File: src/hdl/assert_macros.svh
// ----------------------------------------------------------------------------
// Assertion macros
// Concurrent assertion wrappers, removed when SYNTHESIS is defined.
// ----------------------------------------------------------------------------
`ifndef ASSERT_MACROS_SVH
`define ASSERT_MACROS_SVH
`ifndef SYNTHESIS
// Assert a property on an explicit clock and active-low reset.
`define ASSERT_CLK(lbl, clk, rstn, prop, msg) \
  lbl: assert property (@(posedge clk) disable iff (!rstn) prop) else $error(msg);
// Assert a property on the standard clk_i / rst_ni pair.
`define ASSERT_STD(lbl, prop, msg) `ASSERT_CLK(lbl, clk_i, rst_ni, prop, msg)
`else
`define ASSERT_CLK(lbl, clk, rstn, prop, msg)
`define ASSERT_STD(lbl, prop, msg)
`endif
`endif

File: src/hdl/hse_pkg.sv
// ----------------------------------------------------------------------------
// HMAC-SHA1 engine package
// Item types, control structs, request codes and SHA-1 constants.
// ----------------------------------------------------------------------------
`default_nettype none

package hse_pkg;

  // Input item
  typedef struct packed {
    logic [1:0] req_type;
    logic [7:0] data_byte;
  } in_item_t;

  // Result item
  typedef struct packed {
    logic [31:0] mac_word;
    logic [2:0]  word_index;
    logic        last_word;
  } out_item_t;

  // Sequencer to hash core
  typedef struct packed {
    logic       start;
    logic       vld;
    logic       raw;
    logic [7:0] data;
  } core_ctl_t;

  // Hash core to sequencer
  typedef struct packed {
    logic        busy;
    logic [5:0]  fill;
    logic [63:0] len;
  } core_sts_t;

  typedef logic [4:0][31:0] digest_t;

  localparam logic [1:0] REQ_KEY = 2'd0;
  localparam logic [1:0] REQ_MSG = 2'd1;
  localparam logic [1:0] REQ_FIN = 2'd2;

  localparam logic [7:0] IPAD     = 8'h36;
  localparam logic [7:0] OPAD     = 8'h5c;
  localparam logic [7:0] PAD_LEAD = 8'h80;

  localparam int unsigned BLOCK_BYTES  = 64;
  localparam int unsigned DIGEST_BYTES = 20;
  localparam int unsigned KEY_AW       = $clog2(BLOCK_BYTES);

  localparam logic [5:0] LEN_POS   = 6'd56;
  localparam logic [6:0] LAST_RND  = 7'd80;

  localparam digest_t SHA_IV = {32'hC3D2E1F0, 32'h10325476, 32'h98BADCFE,
                                32'hEFCDAB89, 32'h67452301};

  // Round constant for round r
  function automatic logic [31:0] round_k(logic [6:0] r);
    logic [31:0] k;
    if (r < 7'd20) begin
      k = 32'h5A827999;
    end else if (r < 7'd40) begin
      k = 32'h6ED9EBA1;
    end else if (r < 7'd60) begin
      k = 32'h8F1BBCDC;
    end else begin
      k = 32'hCA62C1D6;
    end
    return k;
  endfunction

  // Byte i of a digest, big-endian within each word
  function automatic logic [7:0] digest_byte(digest_t d, logic [4:0] i);
    logic [31:0] w;
    logic [7:0]  b;
    w = d[i[4:2]];
    case (i[1:0])
      2'd0: b = w[31:24];
      2'd1: b = w[23:16];
      2'd2: b = w[15:8];
      default: b = w[7:0];
    endcase
    return b;
  endfunction

endpackage

`default_nettype wire

File: src/hdl/hse_ram.sv
// ----------------------------------------------------------------------------
// Generic RAM
// One write port, one read port, registered read data.
// ----------------------------------------------------------------------------
`default_nettype none

module hse_ram #(
  parameter int unsigned Width = 8,
  parameter int unsigned Depth = 64,
  localparam int unsigned AddrW = $clog2(Depth)
) (
  input  wire logic             clk_i,
  input  wire logic             we_i,
  input  wire logic [AddrW-1:0] waddr_i,
  input  wire logic [Width-1:0] wdata_i,
  input  wire logic [AddrW-1:0] raddr_i,
  output logic      [Width-1:0] rdata_o
);

  logic [Width-1:0] mem [Depth];

  // Write port
  always_ff @(posedge clk_i) begin
    if (we_i) begin
      mem[waddr_i] <= wdata_i;
    end
  end

  // Registered read port
  always_ff @(posedge clk_i) begin
    rdata_o <= mem[raddr_i];
  end

endmodule

`default_nettype wire

File: src/hdl/hse_sha_core.sv
// ----------------------------------------------------------------------------
// SHA-1 hash core
// Takes one byte a cycle while not compressing into a 16-word schedule line,
// runs 80 rounds per full block and folds the result into the chaining value.
// ----------------------------------------------------------------------------
`default_nettype none
`include "assert_macros.svh"

module hse_sha_core (
  input  wire logic               clk_i,
  input  wire logic               rst_ni,
  input  wire hse_pkg::core_ctl_t ctl_i,
  output hse_pkg::core_sts_t      sts_o,
  output hse_pkg::digest_t        digest_o
);

  hse_pkg::digest_t chain_q;
  logic [63:0] len_q;
  logic [5:0]  fill_q;
  logic        run_q;
  logic [6:0]  rnd_q;
  logic [23:0] acc_q;
  logic [31:0] w_q [16];
  logic [31:0] a_q, b_q, c_q, d_q, e_q;

  logic        accept;
  logic [31:0] f, t, wmix, wnew;

  assign accept = ctl_i.vld && !run_q;

  // Round function
  always_comb begin
    if (rnd_q < 7'd20) begin
      f = (b_q & c_q) | (~b_q & d_q);
    end else if (rnd_q < 7'd40) begin
      f = b_q ^ c_q ^ d_q;
    end else if (rnd_q < 7'd60) begin
      f = (b_q & c_q) | (b_q & d_q) | (c_q & d_q);
    end else begin
      f = b_q ^ c_q ^ d_q;
    end
    t    = {a_q[26:0], a_q[31:27]} + f + e_q + hse_pkg::round_k(rnd_q) + w_q[0];
    wmix = w_q[13] ^ w_q[8] ^ w_q[2] ^ w_q[0];
    wnew = {wmix[30:0], wmix[31]};
  end

  // Control: counts, chaining value, round sequencing
  always_ff @(posedge clk_i or negedge rst_ni) begin
    if (!rst_ni) begin
      chain_q <= hse_pkg::SHA_IV;
      len_q   <= '0;
      fill_q  <= '0;
      run_q   <= 1'b0;
      rnd_q   <= '0;
    end else if (ctl_i.start) begin
      chain_q <= hse_pkg::SHA_IV;
      len_q   <= '0;
      fill_q  <= '0;
    end else if (accept) begin
      fill_q <= fill_q + 6'd1;
      if (!ctl_i.raw) begin
        len_q <= len_q + 64'd1;
      end
      if (fill_q == 6'd63) begin
        run_q <= 1'b1;
        rnd_q <= '0;
      end
    end else if (run_q) begin
      if (rnd_q == hse_pkg::LAST_RND) begin
        chain_q[0] <= chain_q[0] + a_q;
        chain_q[1] <= chain_q[1] + b_q;
        chain_q[2] <= chain_q[2] + c_q;
        chain_q[3] <= chain_q[3] + d_q;
        chain_q[4] <= chain_q[4] + e_q;
        run_q      <= 1'b0;
      end else begin
        rnd_q <= rnd_q + 7'd1;
      end
    end
  end

  // Datapath: schedule line and working variables
  always_ff @(posedge clk_i) begin
    if (accept) begin
      acc_q <= {acc_q[15:0], ctl_i.data};
      if (fill_q[1:0] == 2'd3) begin
        for (int i = 0; i < 15; i++) begin
          w_q[i] <= w_q[i+1];
        end
        w_q[15] <= {acc_q, ctl_i.data};
      end
      if (fill_q == 6'd63) begin
        a_q <= chain_q[0];
        b_q <= chain_q[1];
        c_q <= chain_q[2];
        d_q <= chain_q[3];
        e_q <= chain_q[4];
      end
    end else if (run_q && (rnd_q != hse_pkg::LAST_RND)) begin
      a_q <= t;
      b_q <= a_q;
      c_q <= {b_q[1:0], b_q[31:2]};
      d_q <= c_q;
      e_q <= d_q;
      for (int i = 0; i < 15; i++) begin
        w_q[i] <= w_q[i+1];
      end
      w_q[15] <= wnew;
    end
  end

  assign sts_o.busy = run_q;
  assign sts_o.fill = fill_q;
  assign sts_o.len  = len_q;
  assign digest_o   = chain_q;

  `ASSERT_STD(a_start_idle, ctl_i.start |-> !run_q, "hash restarted during compression")
  `ASSERT_STD(a_run_empty, run_q |-> (fill_q == 6'd0), "block buffer filling during compression")
  `ASSERT_STD(a_run_first, $rose(run_q) |-> (rnd_q == 7'd0), "compression began past round zero")
  `ASSERT_STD(a_run_end, (run_q && (rnd_q == hse_pkg::LAST_RND)) |=> !run_q, "compression overran")

endmodule

`default_nettype wire

File: src/hdl/hmac_sha1_engine_core.sv
// ----------------------------------------------------------------------------
// HMAC-SHA1 engine
// Streams key and message bytes through a SHA-1 core and emits the MAC.
// ----------------------------------------------------------------------------
// Usage: items enter on in_valid_i/in_ready_o as in_data_i (req_type,
// data_byte). Send key bytes, then message bytes, then one finish item.
// Results leave on out_valid_o/out_ready_i: five 32-bit MAC words, index
// 0..4, last_word set on the fifth, only after a finish item.
// A key byte of a short key is written to the key RAM. Each 64 absorbed
// bytes start a compression, one round a cycle in the single round unit.
// The first message byte replays the 64-byte key block. A finish pads the
// inner hash, replays the key block, absorbs the inner digest and pads
// again before the first word, and first closes a long key that is still
// open.
// in_ready_o is low while an item or a compression is in progress.
// Reset clears the key RAM valid bits, counts and phase; the hash restarts.
// A stalled receiver holds the current word; the block waits until all
// five words are taken, then returns to key loading.
// ----------------------------------------------------------------------------
`default_nettype none

module hmac_sha1_engine_core (
  input  wire logic               clk_i,
  input  wire logic               rst_ni,
  input  wire logic               in_valid_i,
  output logic                    in_ready_o,
  input  wire hse_pkg::in_item_t  in_data_i,
  output logic                    out_valid_o,
  input  wire logic               out_ready_i,
  output hse_pkg::out_item_t      out_data_o
);

  localparam logic [3:0] S_IDLE   = 4'd0;
  localparam logic [3:0] S_KFEED  = 4'd1;
  localparam logic [3:0] S_BYTE   = 4'd2;
  localparam logic [3:0] S_PAD    = 4'd3;
  localparam logic [3:0] S_PWAIT  = 4'd4;
  localparam logic [3:0] S_KLOAD  = 4'd5;
  localparam logic [3:0] S_ISTART = 4'd6;
  localparam logic [3:0] S_OSTART = 4'd7;
  localparam logic [3:0] S_DFEED  = 4'd8;
  localparam logic [3:0] S_EMIT   = 4'd9;

  localparam logic [1:0] P_LEAD = 2'd0;
  localparam logic [1:0] P_ZERO = 2'd1;
  localparam logic [1:0] P_LEN  = 2'd2;

  localparam int unsigned AW = hse_pkg::KEY_AW;
  localparam logic [AW-1:0] KEY_LAST = AW'(hse_pkg::BLOCK_BYTES - 1);
  localparam logic [AW-1:0] DIG_LAST = AW'(hse_pkg::DIGEST_BYTES - 1);

  logic [3:0]  st_q, st_d, nxt_q, nxt_d, pnxt_q, pnxt_d;
  logic [1:0]  req_q, req_d;
  logic [7:0]  byte_q, byte_d, pad_q, pad_d;
  logic        phase_q, phase_d, hashed_q, hashed_d;
  logic [6:0]  kcnt_q, kcnt_d;
  logic [63:0] kvld_q, kvld_d;
  logic        kvld_rd_q;
  logic [AW-1:0] idx_q, idx_d;
  logic [1:0]  pstg_q, pstg_d;
  logic [2:0]  lcnt_q, lcnt_d;
  logic [63:0] bits_q, bits_d;
  logic [2:0]  wsel_q, wsel_d;
  hse_pkg::digest_t inner_q, inner_d;

  hse_pkg::core_ctl_t ctl;
  hse_pkg::core_sts_t sts;
  hse_pkg::digest_t   digest;

  logic          ram_we;
  logic [AW-1:0] ram_waddr;
  logic [7:0]    ram_wdata, ram_rdata, key_byte;

  hse_ram #(.Width(8), .Depth(hse_pkg::BLOCK_BYTES)) u_key_ram (
    .clk_i   (clk_i),
    .we_i    (ram_we),
    .waddr_i (ram_waddr),
    .wdata_i (ram_wdata),
    .raddr_i (idx_d),
    .rdata_o (ram_rdata)
  );

  hse_sha_core u_sha (
    .clk_i    (clk_i),
    .rst_ni   (rst_ni),
    .ctl_i    (ctl),
    .sts_o    (sts),
    .digest_o (digest)
  );

  // Entries never written since the last clear read as zero
  assign key_byte   = kvld_rd_q ? ram_rdata : 8'h00;
  assign in_ready_o = (st_q == S_IDLE) && !sts.busy;

  // Sequencer
  always_comb begin
    st_d      = st_q;
    nxt_d     = nxt_q;
    pnxt_d    = pnxt_q;
    req_d     = req_q;
    byte_d    = byte_q;
    pad_d     = pad_q;
    phase_d   = phase_q;
    hashed_d  = hashed_q;
    kcnt_d    = kcnt_q;
    kvld_d    = kvld_q;
    idx_d     = idx_q;
    pstg_d    = pstg_q;
    lcnt_d    = lcnt_q;
    bits_d    = bits_q;
    wsel_d    = wsel_q;
    inner_d   = inner_q;
    ctl       = '0;
    ram_we    = 1'b0;
    ram_waddr = '0;
    ram_wdata = '0;
    out_valid_o = 1'b0;

    case (st_q)
      S_IDLE: begin
        if (in_valid_i && in_ready_o) begin
          req_d  = in_data_i.req_type;
          byte_d = in_data_i.data_byte;
          case (in_data_i.req_type)
            hse_pkg::REQ_KEY: begin
              if (!phase_q) begin
                if (!hashed_q && !kcnt_q[6]) begin
                  // Store a short-key byte
                  ram_we    = 1'b1;
                  ram_waddr = kcnt_q[AW-1:0];
                  ram_wdata = in_data_i.data_byte;
                  kvld_d[kcnt_q[AW-1:0]] = 1'b1;
                  kcnt_d    = kcnt_q + 7'd1;
                end else if (!hashed_q) begin
                  // Key overflows the block: start hashing it
                  ctl.start = 1'b1;
                  hashed_d  = 1'b1;
                  pad_d     = 8'h00;
                  idx_d     = '0;
                  nxt_d     = S_BYTE;
                  st_d      = S_KFEED;
                end else begin
                  st_d = S_BYTE;
                end
              end
            end
            hse_pkg::REQ_MSG, hse_pkg::REQ_FIN: begin
              if (phase_q) begin
                if (in_data_i.req_type == hse_pkg::REQ_MSG) begin
                  st_d = S_BYTE;
                end else begin
                  pnxt_d = S_OSTART;
                  st_d   = S_PAD;
                end
              end else if (hashed_q) begin
                pnxt_d = S_KLOAD;
                st_d   = S_PAD;
              end else begin
                st_d = S_ISTART;
              end
            end
            default: ;
          endcase
        end
      end

      S_KFEED: begin
        // Replay the key block through the hash
        ctl.vld  = 1'b1;
        ctl.data = key_byte ^ pad_q;
        if (!sts.busy) begin
          idx_d = idx_q + 1'b1;
          if (idx_q == KEY_LAST) begin
            st_d = nxt_q;
          end
        end
      end

      S_BYTE: begin
        ctl.vld  = 1'b1;
        ctl.data = byte_q;
        if (!sts.busy) begin
          st_d = S_IDLE;
        end
      end

      S_PAD: begin
        ctl.raw = 1'b1;
        case (pstg_q)
          P_LEAD: begin
            bits_d   = {sts.len[60:0], 3'b000};
            ctl.vld  = 1'b1;
            ctl.data = hse_pkg::PAD_LEAD;
            if (!sts.busy) begin
              pstg_d = P_ZERO;
            end
          end
          P_ZERO: begin
            if (sts.fill == hse_pkg::LEN_POS) begin
              pstg_d = P_LEN;
            end else begin
              ctl.vld  = 1'b1;
              ctl.data = 8'h00;
            end
          end
          P_LEN: begin
            ctl.vld  = 1'b1;
            ctl.data = bits_q[63:56];
            if (!sts.busy) begin
              bits_d = {bits_q[55:0], 8'h00};
              lcnt_d = lcnt_q + 3'd1;
              if (lcnt_q == 3'd7) begin
                pstg_d = P_LEAD;
                st_d   = S_PWAIT;
              end
            end
          end
          default: pstg_d = P_LEAD;
        endcase
      end

      S_PWAIT: begin
        if (!sts.busy) begin
          st_d = pnxt_q;
        end
      end

      S_KLOAD: begin
        // Replace the key with its digest, rest zero
        ram_we    = 1'b1;
        ram_waddr = idx_q;
        ram_wdata = hse_pkg::digest_byte(digest, idx_q[4:0]);
        if (idx_q == '0) begin
          kvld_d = '0;
        end
        kvld_d[idx_q] = 1'b1;
        idx_d = idx_q + 1'b1;
        if (idx_q == DIG_LAST) begin
          idx_d = '0;
          st_d  = S_ISTART;
        end
      end

      S_ISTART: begin
        ctl.start = 1'b1;
        pad_d     = hse_pkg::IPAD;
        idx_d     = '0;
        phase_d   = 1'b1;
        nxt_d     = (req_q == hse_pkg::REQ_MSG) ? S_BYTE : S_PAD;
        pnxt_d    = S_OSTART;
        st_d      = S_KFEED;
      end

      S_OSTART: begin
        inner_d   = digest;
        ctl.start = 1'b1;
        pad_d     = hse_pkg::OPAD;
        idx_d     = '0;
        nxt_d     = S_DFEED;
        st_d      = S_KFEED;
      end

      S_DFEED: begin
        ctl.vld  = 1'b1;
        ctl.data = hse_pkg::digest_byte(inner_q, idx_q[4:0]);
        if (!sts.busy) begin
          idx_d = idx_q + 1'b1;
          if (idx_q == DIG_LAST) begin
            idx_d  = '0;
            pnxt_d = S_EMIT;
            st_d   = S_PAD;
          end
        end
      end

      S_EMIT: begin
        out_valid_o = 1'b1;
        if (out_ready_i) begin
          wsel_d = wsel_q + 3'd1;
          if (wsel_q == 3'd4) begin
            // Drop the key and return to key loading
            wsel_d    = '0;
            kvld_d    = '0;
            kcnt_d    = '0;
            hashed_d  = 1'b0;
            phase_d   = 1'b0;
            ctl.start = 1'b1;
            st_d      = S_IDLE;
          end
        end
      end

      default: st_d = S_IDLE;
    endcase
  end

  assign out_data_o.mac_word   = digest[wsel_q];
  assign out_data_o.word_index = wsel_q;
  assign out_data_o.last_word  = (wsel_q == 3'd4);

  // Control state
  always_ff @(posedge clk_i or negedge rst_ni) begin
    if (!rst_ni) begin
      st_q      <= S_IDLE;
      nxt_q     <= S_IDLE;
      pnxt_q    <= S_IDLE;
      phase_q   <= 1'b0;
      hashed_q  <= 1'b0;
      kcnt_q    <= '0;
      kvld_q    <= '0;
      kvld_rd_q <= 1'b0;
      idx_q     <= '0;
      pstg_q    <= P_LEAD;
      lcnt_q    <= '0;
      wsel_q    <= '0;
    end else begin
      st_q      <= st_d;
      nxt_q     <= nxt_d;
      pnxt_q    <= pnxt_d;
      phase_q   <= phase_d;
      hashed_q  <= hashed_d;
      kcnt_q    <= kcnt_d;
      kvld_q    <= kvld_d;
      kvld_rd_q <= kvld_q[idx_d];
      idx_q     <= idx_d;
      pstg_q    <= pstg_d;
      lcnt_q    <= lcnt_d;
      wsel_q    <= wsel_d;
    end
  end

  // Payload registers
  always_ff @(posedge clk_i) begin
    req_q   <= req_d;
    byte_q  <= byte_d;
    pad_q   <= pad_d;
    bits_q  <= bits_d;
    inner_q <= inner_d;
  end

endmodule

`default_nettype wire

File: config.mk
export PLATFORM = sky130hd
export DESIGN_NAME = hmac_sha1_engine_core
export DESIGN_NICKNAME = d
export VERILOG_FILES = /design/src/hdl/hse_pkg.sv /design/src/hdl/hse_ram.sv /design/src/hdl/hse_sha_core.sv /design/src/hdl/hmac_sha1_engine_core.sv
export VERILOG_INCLUDE_DIRS = /design/src /design/src/hdl
export SDC_FILE = /design/constraint.sdc
export NUM_CORES = 2
export LEC_CHECK = 0
export ABC_AREA = 1
export BUFFER_PORTS_ARGS = -buffer_cell sky130_fd_sc_hd__buf_2
export CORE_MARGIN = 2
export CORE_UTILIZATION = 30
export DETAILED_ROUTE_END_ITERATION = 10
export GPL_TIMING_DRIVEN = 0
export PLACE_DENSITY = 0.52
export SYNTH_ARGS = -nofsm -noshare
export SYNTH_HDL_FRONTEND = slang
export SYNTH_SLANG_ARGS = --single-unit
export TNS_END_PERCENT = 50
File: constraint.sdc
create_clock -name clk_i -period 15 [get_ports clk_i]
set_input_delay 1.5 -clock clk_i [delete_from_list [all_inputs] [get_ports clk_i]]
set_output_delay 1.5 -clock clk_i [all_outputs]
set_load 0.005 [all_outputs]
* Word-level counts from Yosys, hierarchy flattened
Memories as Yosys holds them, arrays and structs flattened. A register that Yosys moved wholly into a read port is not among the register bits. Index checks and enable logic that the tools add are counted.
Word-level totals: flip-flop bits (word level) 764, bits in writable memories 1024, logic and storage cells 392, memories 2
Memory list:
- u_key_ram.mem | depth 64, bits a word 8, rd ports 1, clocked after Yosys merged registers in 1, write ports 1, RTL line hse_ram.sv:20 | logic [Width-1:0] mem [Depth];
- u_sha.w_q | depth 16, bits a word 32, rd ports 16, clocked after Yosys merged registers in 0, write ports 16, RTL line hse_sha_core.sv:23 | logic [31:0] w_q [16];
Operators by class: add/subtract/negate cells 16, order comparisons 10, eq/ne operators 57, muxes and demuxes 190, bitwise logic cells 34, reductions and logical operators 47
Operators with widths (number):
- $mux 32 | 39
- $mux 64 | 12
- $mux 160 | 4
- $add 32x32->32 | 9
- $bmux 32 s3 | 3
- $pmux 64 s3 | 1
- $xor 32x32->32 | 5
- $and 32x32->32 | 4
- $or 64x64->64 | 2
- $pmux 64 s2 | 1
- $mux 4 | 28
- $or 32x32->32 | 3
- $mux 6 | 14
- $mux 8 | 10
- $pmux 8 s3 | 3
- $mux 7 | 10
- $add 64x1->64 const B | 1
- $ne 2x2->1 const B | 21
- $mux 1 | 37
- $pmux 4 s9 | 1
- $not 32->32 | 1
- $pmux 8 s2 | 2
- $pmux 8 s4 | 1
- $mux 31 | 1
- other kinds (53) | 141

* Depth between registers and ports, before layout
depth in word-level cells 12, gate-level depth with buffers 29, mapped depth without buffers 28

* Hierarchy
From an unflattened synthesis, not the netlist that was laid out.
Second synthesis, totals: cells, all modules 9873, area total of the unflattened synthesis 91869.4 um^2
Modules (own cells, without submodules):
- hse_sha_core | instances 1, cells an instance 5881, area each 52071.2 um^2, sequential area each 26955.9 um^2
- hse_ram | instances 1, cells an instance 1822, area each 21291.7 um^2, sequential area each 15534.9 um^2
- hmac_sha1_engine_core | instances 1, cells an instance 2170, area each 18506.5 um^2, sequential area each 9504.1 um^2

* Least setup slack after synthesis
Ideal clock, no wire load.
path type flip-flop to flip-flop, start register st_q[0], end memory u_sha.w_q[0][0], enable pin, library setup time 3.645 ns, arrival 9.861 ns, data required time 11.355 ns, path slack 1.494 ns, cell stages (with the launch flop) 12, period minus slack after synthesis 13.506 ns, cell sequence dfrtp_1 -> inv_2 -> nor2_2 -> nand2_1 -> nand2_1 -> inv_1 -> a31oi_1 -> nand2_1 -> inv_2 -> nand2_1 -> clkbuf_1 -> nand2_1
RTL lines:
- start: declaration | RTL line hmac_sha1_engine_core.sv:52 | logic [3:0] st_q, st_d, nxt_q, nxt_d, pnxt_q, pnxt_d;
- start signal: assignment | RTL line hmac_sha1_engine_core.sv:317 | st_q <= st_d;
- end: declaration | RTL line hse_sha_core.sv:23

* Worst setup path after layout
start register u_sha.rnd_q[3], end register u_sha.a_q[23], data pin
On the way: longest elaborated chain between the ends 10, elaborated cells on any way between the ends 15
RTL lines:
- start: declaration | RTL line hse_sha_core.sv:21 | logic [6:0] rnd_q;
- start signal: assignment | RTL line hse_sha_core.sv:77 | rnd_q <= rnd_q + 7'd1;
- $lt 7x6->1 | RTL line hse_pkg.sv:64, hse_sha_core.sv:37
- $mux 32 | RTL line hse_sha_core.sv:37 | end else if (rnd_q < 7'd60) begin
- $mux 32 | RTL line hse_sha_core.sv:35 | end else if (rnd_q < 7'd40) begin
- $mux 32 | RTL line hse_sha_core.sv:33 | if (rnd_q < 7'd20) begin
- $add 32x32->32 (2 in series) | RTL line hse_sha_core.sv:42 | t = {a_q[26:0], a_q[31:27]} + f + e_q + hse_pkg::round_k(rnd_q) + w_q[0];
- $add 32x32->32 * (2 in series) | RTL line hse_sha_core.sv:42
- $mux 32 * | RTL line hse_sha_core.sv:99 | end else if (run_q && (rnd_q != hse_pkg::LAST_RND)) begin
- $mux 32 * | RTL line hse_sha_core.sv:84 | if (accept) begin
- end signal: assignment | RTL line hse_sha_core.sv:93 | a_q <= chain_q[0];
- end signal: assignment | RTL line hse_sha_core.sv:100 | a_q <= t;
- end: declaration | RTL line hse_sha_core.sv:24 | logic [31:0] a_q, b_q, c_q, d_q, e_q;
Mark *: on every way between the ends. The rest lies on a longest branch, timed or not. The select of a mux whose other input is x is not followed. A chain may end at the register's enable or synchronous reset.

==> run summary <==
Final Setup Violations - 0
Worst-path fanout max - 10
Commonest register cell after synthesis - edfxtp_1
Core Area - 296,800 sq um
Area of the mapped netlist - 89,460 sq um
Fin nets - 9,658
Die Width - 550.1 um
Global-route wire length before repair - 530,100 um
FILL cells - 30,230
Std-Cell Rows - 200
Hold Crit Depth - 0
Worst R2R Path Depth - 26
Fmax - 100.3 MHz
CTS resizes - 0
CTS Buf Count - 206
Max-Slew Margin vs Limit - 0.8239%
DR top layer - met4
CTS tree - yes
Switching power of the nets - 2.229 mW
Share of layout cells above drive strength 1 - 7.282%
H-tree Lvls - 4
Clock Skew - 0.08790 ns
Worst slew pin tran - 1.488 ns
Synth area leaders - edfxtp_1 (48%), dfrtp_1 (7.1%), nand2_1 (6.1%)
Final instance area - 102,500 sq um
Antenna violations before repair - 23
Setup Total Neg Slack - 0 ns
Gpl congestion - 1.007
Sequential fraction of the synthesis area - 58.04%
Seq cells post-synth - 1,784
Clock tree buffer depth - 4
Hpwl dp - 297,600 um
Hold Buf Count CTS - 0
Die H - 550.1 um
Yosys Warn Count - 0
RSZ-0062 raised after global routing - false
Post-CTS Setup Bufs - 0
Vias per Instance - 5.297
M1 wire length - 163,200 um
Worst reg2reg endpoint - u_sha.a_q[23]
Leakage - 41.45 nW
Vias in the first global route - 67,610
Post-route clock period utilization - 66.50%
Sw frac - 21.21%
Clk network pwr share - 48.7%
Gate Count Post-Synth - 8,996
CP arrival - 10.60 ns
Crit path launch type - register
Status - finished with violations
Internal power - 8.276 mW
DRT Wirelength - 385,400 um
Total GRT Usage - 24.89%
Die area - 302,600 sq um
Post-synth cell types - 64
Antenna viol nets, final - 0
Post-synth EDFFs - 1,442
Area post-placement - 95,710 sq um
Yosys top cell by area - edfxtp_1
Metal3 WL - 26,360 um
Kind of critical path - register to register
Area Growth Syn to Fin - 14.59%
Asr flop ratio synth - 18.72%
Hold Crit Class - register to register
Gr ovfl total - 0
CP Data Required Time - 15.63 ns
IO Pins - 52
Power per cell area - 102.5 nW/um^2
Largest net degree at the start of global routing - 98
Initial core utilization - 30.14%
DR WL met2 - 171,400 um
Sink Count - 1,784
Syn nets - 9,345
Initial DRC count - 8,712
Synth top area share - 48.40%
Failing checks - DRC, capacitance limit
Max-cap check violation count - 2
Clock latency at the later pin of the worst-skew pair - 0.89 ns
Detailed-route via count - 71,130
Worst vdd ir - 0.09481 mV
Placed cells - 13,040
HP Start - u_sha.w_q[1][4]
Mean area per synthesized cell - 9.944 sq um
Minimum clock period - 9.975 ns
Crit. End Element - register
Reg2reg setup slack - 5.03 ns
Fin. Hold Viols - 0
Routed WL per cell - 28.70 um
Fin cells - 13,430
RR Startpoint - u_sha.rnd_q[3]
Sequential share of power - 50.4%
Logic pwr share - 0.9%
Hold Crit Endpoint - u_sha.w_q[0][4]
I/O Buffers - 51
Max Slew Vio Count - 0
Remaining DRCs - 3
CTS clk-pin slew, worst paths - 0.07 ns
DRT Pass-1 Iters - 11
Root Buffer - clkbuf_16
-- flip-flops by register name (all words and copies together), names as in the netlist, 4 cells and up --
signal	flops
u_key_ram.mem	512
u_sha.digest_o	160
byte_q	8
u_sha.len_q	61
st_q	4
bits_q	61
u_sha.rnd_q	7
u_sha.fill_q	6
pnxt_q	4
idx_q	6
kcnt_q	7
u_sha.b_q	32
inner_q	160
u_sha.a_q	32
u_sha.d_q	32
kvld_q	64
u_sha.w_q	512
u_sha.acc_q	24
u_key_ram.rdata_o	8
u_sha.e_q	32
u_sha.c_q	32
-- layout by cell type, fill, tap and decap left out, drive strengths merged, types with 15 or more instances in the layout --
| master | netlist | routed |
|---|---|---|
| a211oi | 15 | 15 |
| a21o | 32 | 32 |
| a21oi | 508 | 508 |
| a221oi | 16 | 16 |
| a22oi | 26 | 26 |
| a31oi | 40 | 40 |
| a32oi | 38 | 38 |
| buf | 155 | 258 |
| bufinv | 0 | 19 |
| clkbuf | 213 | 481 |
| clkinv | 16 | 83 |
| clkinvlp | 0 | 15 |
| dfrtp | 254 | 254 |
| dfstp | 80 | 80 |
| edfxtp | 1442 | 1442 |
| fa | 119 | 119 |
| ha | 216 | 216 |
| inv | 1303 | 1309 |
| nand2 | 1470 | 1470 |
| nand3 | 892 | 892 |
| nand3b | 87 | 87 |
| nand4 | 61 | 61 |
| nor2 | 485 | 485 |
| nor3 | 112 | 112 |
| nor4 | 36 | 36 |
| o211ai | 40 | 40 |
| o21a | 16 | 16 |
| o21ai | 836 | 836 |
| o21bai | 38 | 38 |
| o221ai | 19 | 19 |
| o22ai | 134 | 134 |
| o31ai | 18 | 18 |
| or2 | 24 | 24 |
| xnor2 | 110 | 110 |
| xor2 | 79 | 79 |
-- cells by family after synthesis --
family                   Yosys count  share of synthesized area (%)
flip-flops                      1784                          58.04
buffers and inverters           1687                          7.336
multiplexers                       3                        0.03497
adder cells (fa/ha/maj)          335                          5.684
AO/OA/AOI/OAI                   1825                          11.51
AND/OR/NAND/NOR                 3173                          15.55
XOR/XNOR                         189                          1.850
-- area by class of cell --
cell class              count  area [sq um]  share of cell area (%)
diodes                     14         35.03                 0.03417
plain buffers             368          1619                   1.579
clock buffers             267          5598                   5.460
clock inverters           107          1130                   1.102
inverters                1319          4954                   4.832
multi-input cells        5525         31100                   30.34
flip-flops and latches   1784         51920                   50.65
well taps                3939          4928                   4.808
repair buffers            105          1234                   1.203
-- worst max path at each step --
stage / start / end / slack, ns / cells past startpoint
final: u_sha.rnd_q[3] / u_sha.a_q[23] / 5.03 / 26
after global routing: u_sha.rnd_q[3] / u_sha.a_q[23] / 4.90 / 26
after CTS: u_sha.rnd_q[3] / u_sha.a_q[23] / 5.40 / 26
after detailed placement: u_sha.rnd_q[3] / u_sha.a_q[23] / 5.44 / 26
after global placement: st_q[2] / inner_q[111] / -5.67 / 4
after floorplan: st_q[0] / u_sha.w_q[0][0] / 1.49 / 11
-- metal layers --
metal,vias to the layer above,track usage [%]
li1,31670,-
met1,35550,33.34
met2,3239,38.78
met3,673,3.619
met4,0,13.60
met5,-,0
-- synth_stat cells (all sizes together) (11+ instances only) --
cell and instances:
nand2 1470, edfxtp 1442, inv 1303, nand3 892
o21ai 836, a21oi 508, nor2 485, dfrtp 254
ha 216, clkbuf 213, buf 155, o22ai 134
fa 119, nor3 112, xnor2 110, nand3b 87
dfstp 80, xor2 79, nand4 61, a31oi 40
o211ai 40, a32oi 38, o21bai 38, nor4 36
a21o 32, a22oi 26, or2 24, o221ai 19
o31ai 18, a221oi 16, clkinv 16, o21a 16
a211oi 15, o2111ai 13, o311ai 11
-- power groups by stage --
stage / Combinational, mW / Clock, mW / Sequential, mW
floorplan: 0.0323 / 0 / 5.40
global placement: 0.0868 / 0 / 5.40
detailed placement: 0.0908 / 0 / 5.40
CTS: 0.0911 / 5.20 / 5.30
global route: 0.0985 / 5.38 / 5.30
finish: 0.0921 / 5.11 / 5.30
-- metrics by stage --
step           hold slack [ns]  worst slack, ns  total power, mW  utilization, %
2_1_floorplan           0.4003            1.494            5.432               -
3_3_place_gp            0.4005           -5.668            5.488           31.89
3_5_place_dp            0.4045            5.437            5.492           32.25
4_1_cts                 0.3469            5.399            10.59           34.52
5_1_grt                 0.3422            4.898            10.78           34.53
6_report                0.3595            5.025            10.51           34.54
-- worst max-delay path, stage by stage (launching register included) --
cell and delay (ns):
dfrtp_1 0.43, nand2_1 0.13, nor3_1 0.31, nor2_1 0.37
nand2_1 0.37, clkbuf_1 1.05, clkinv_1 0.96, a221oi_1 1.40
fa_1 0.60, inv_1 0.07, ha_1 0.13, inv_1 0.05
fa_1 0.45, inv_1 0.07, ha_1 0.24, inv_1 0.11
fa_1 0.47, o21ai_0 0.43, nand2_1 0.13, nand2_1 0.09
a21oi_1 0.12, o21ai_0 0.69, a21boi_0 0.32, o21ai_0 0.41
xor2_1 0.12, nand2_1 0.10, nand2_1 0.06
Power figures use the tool's default switching activity.
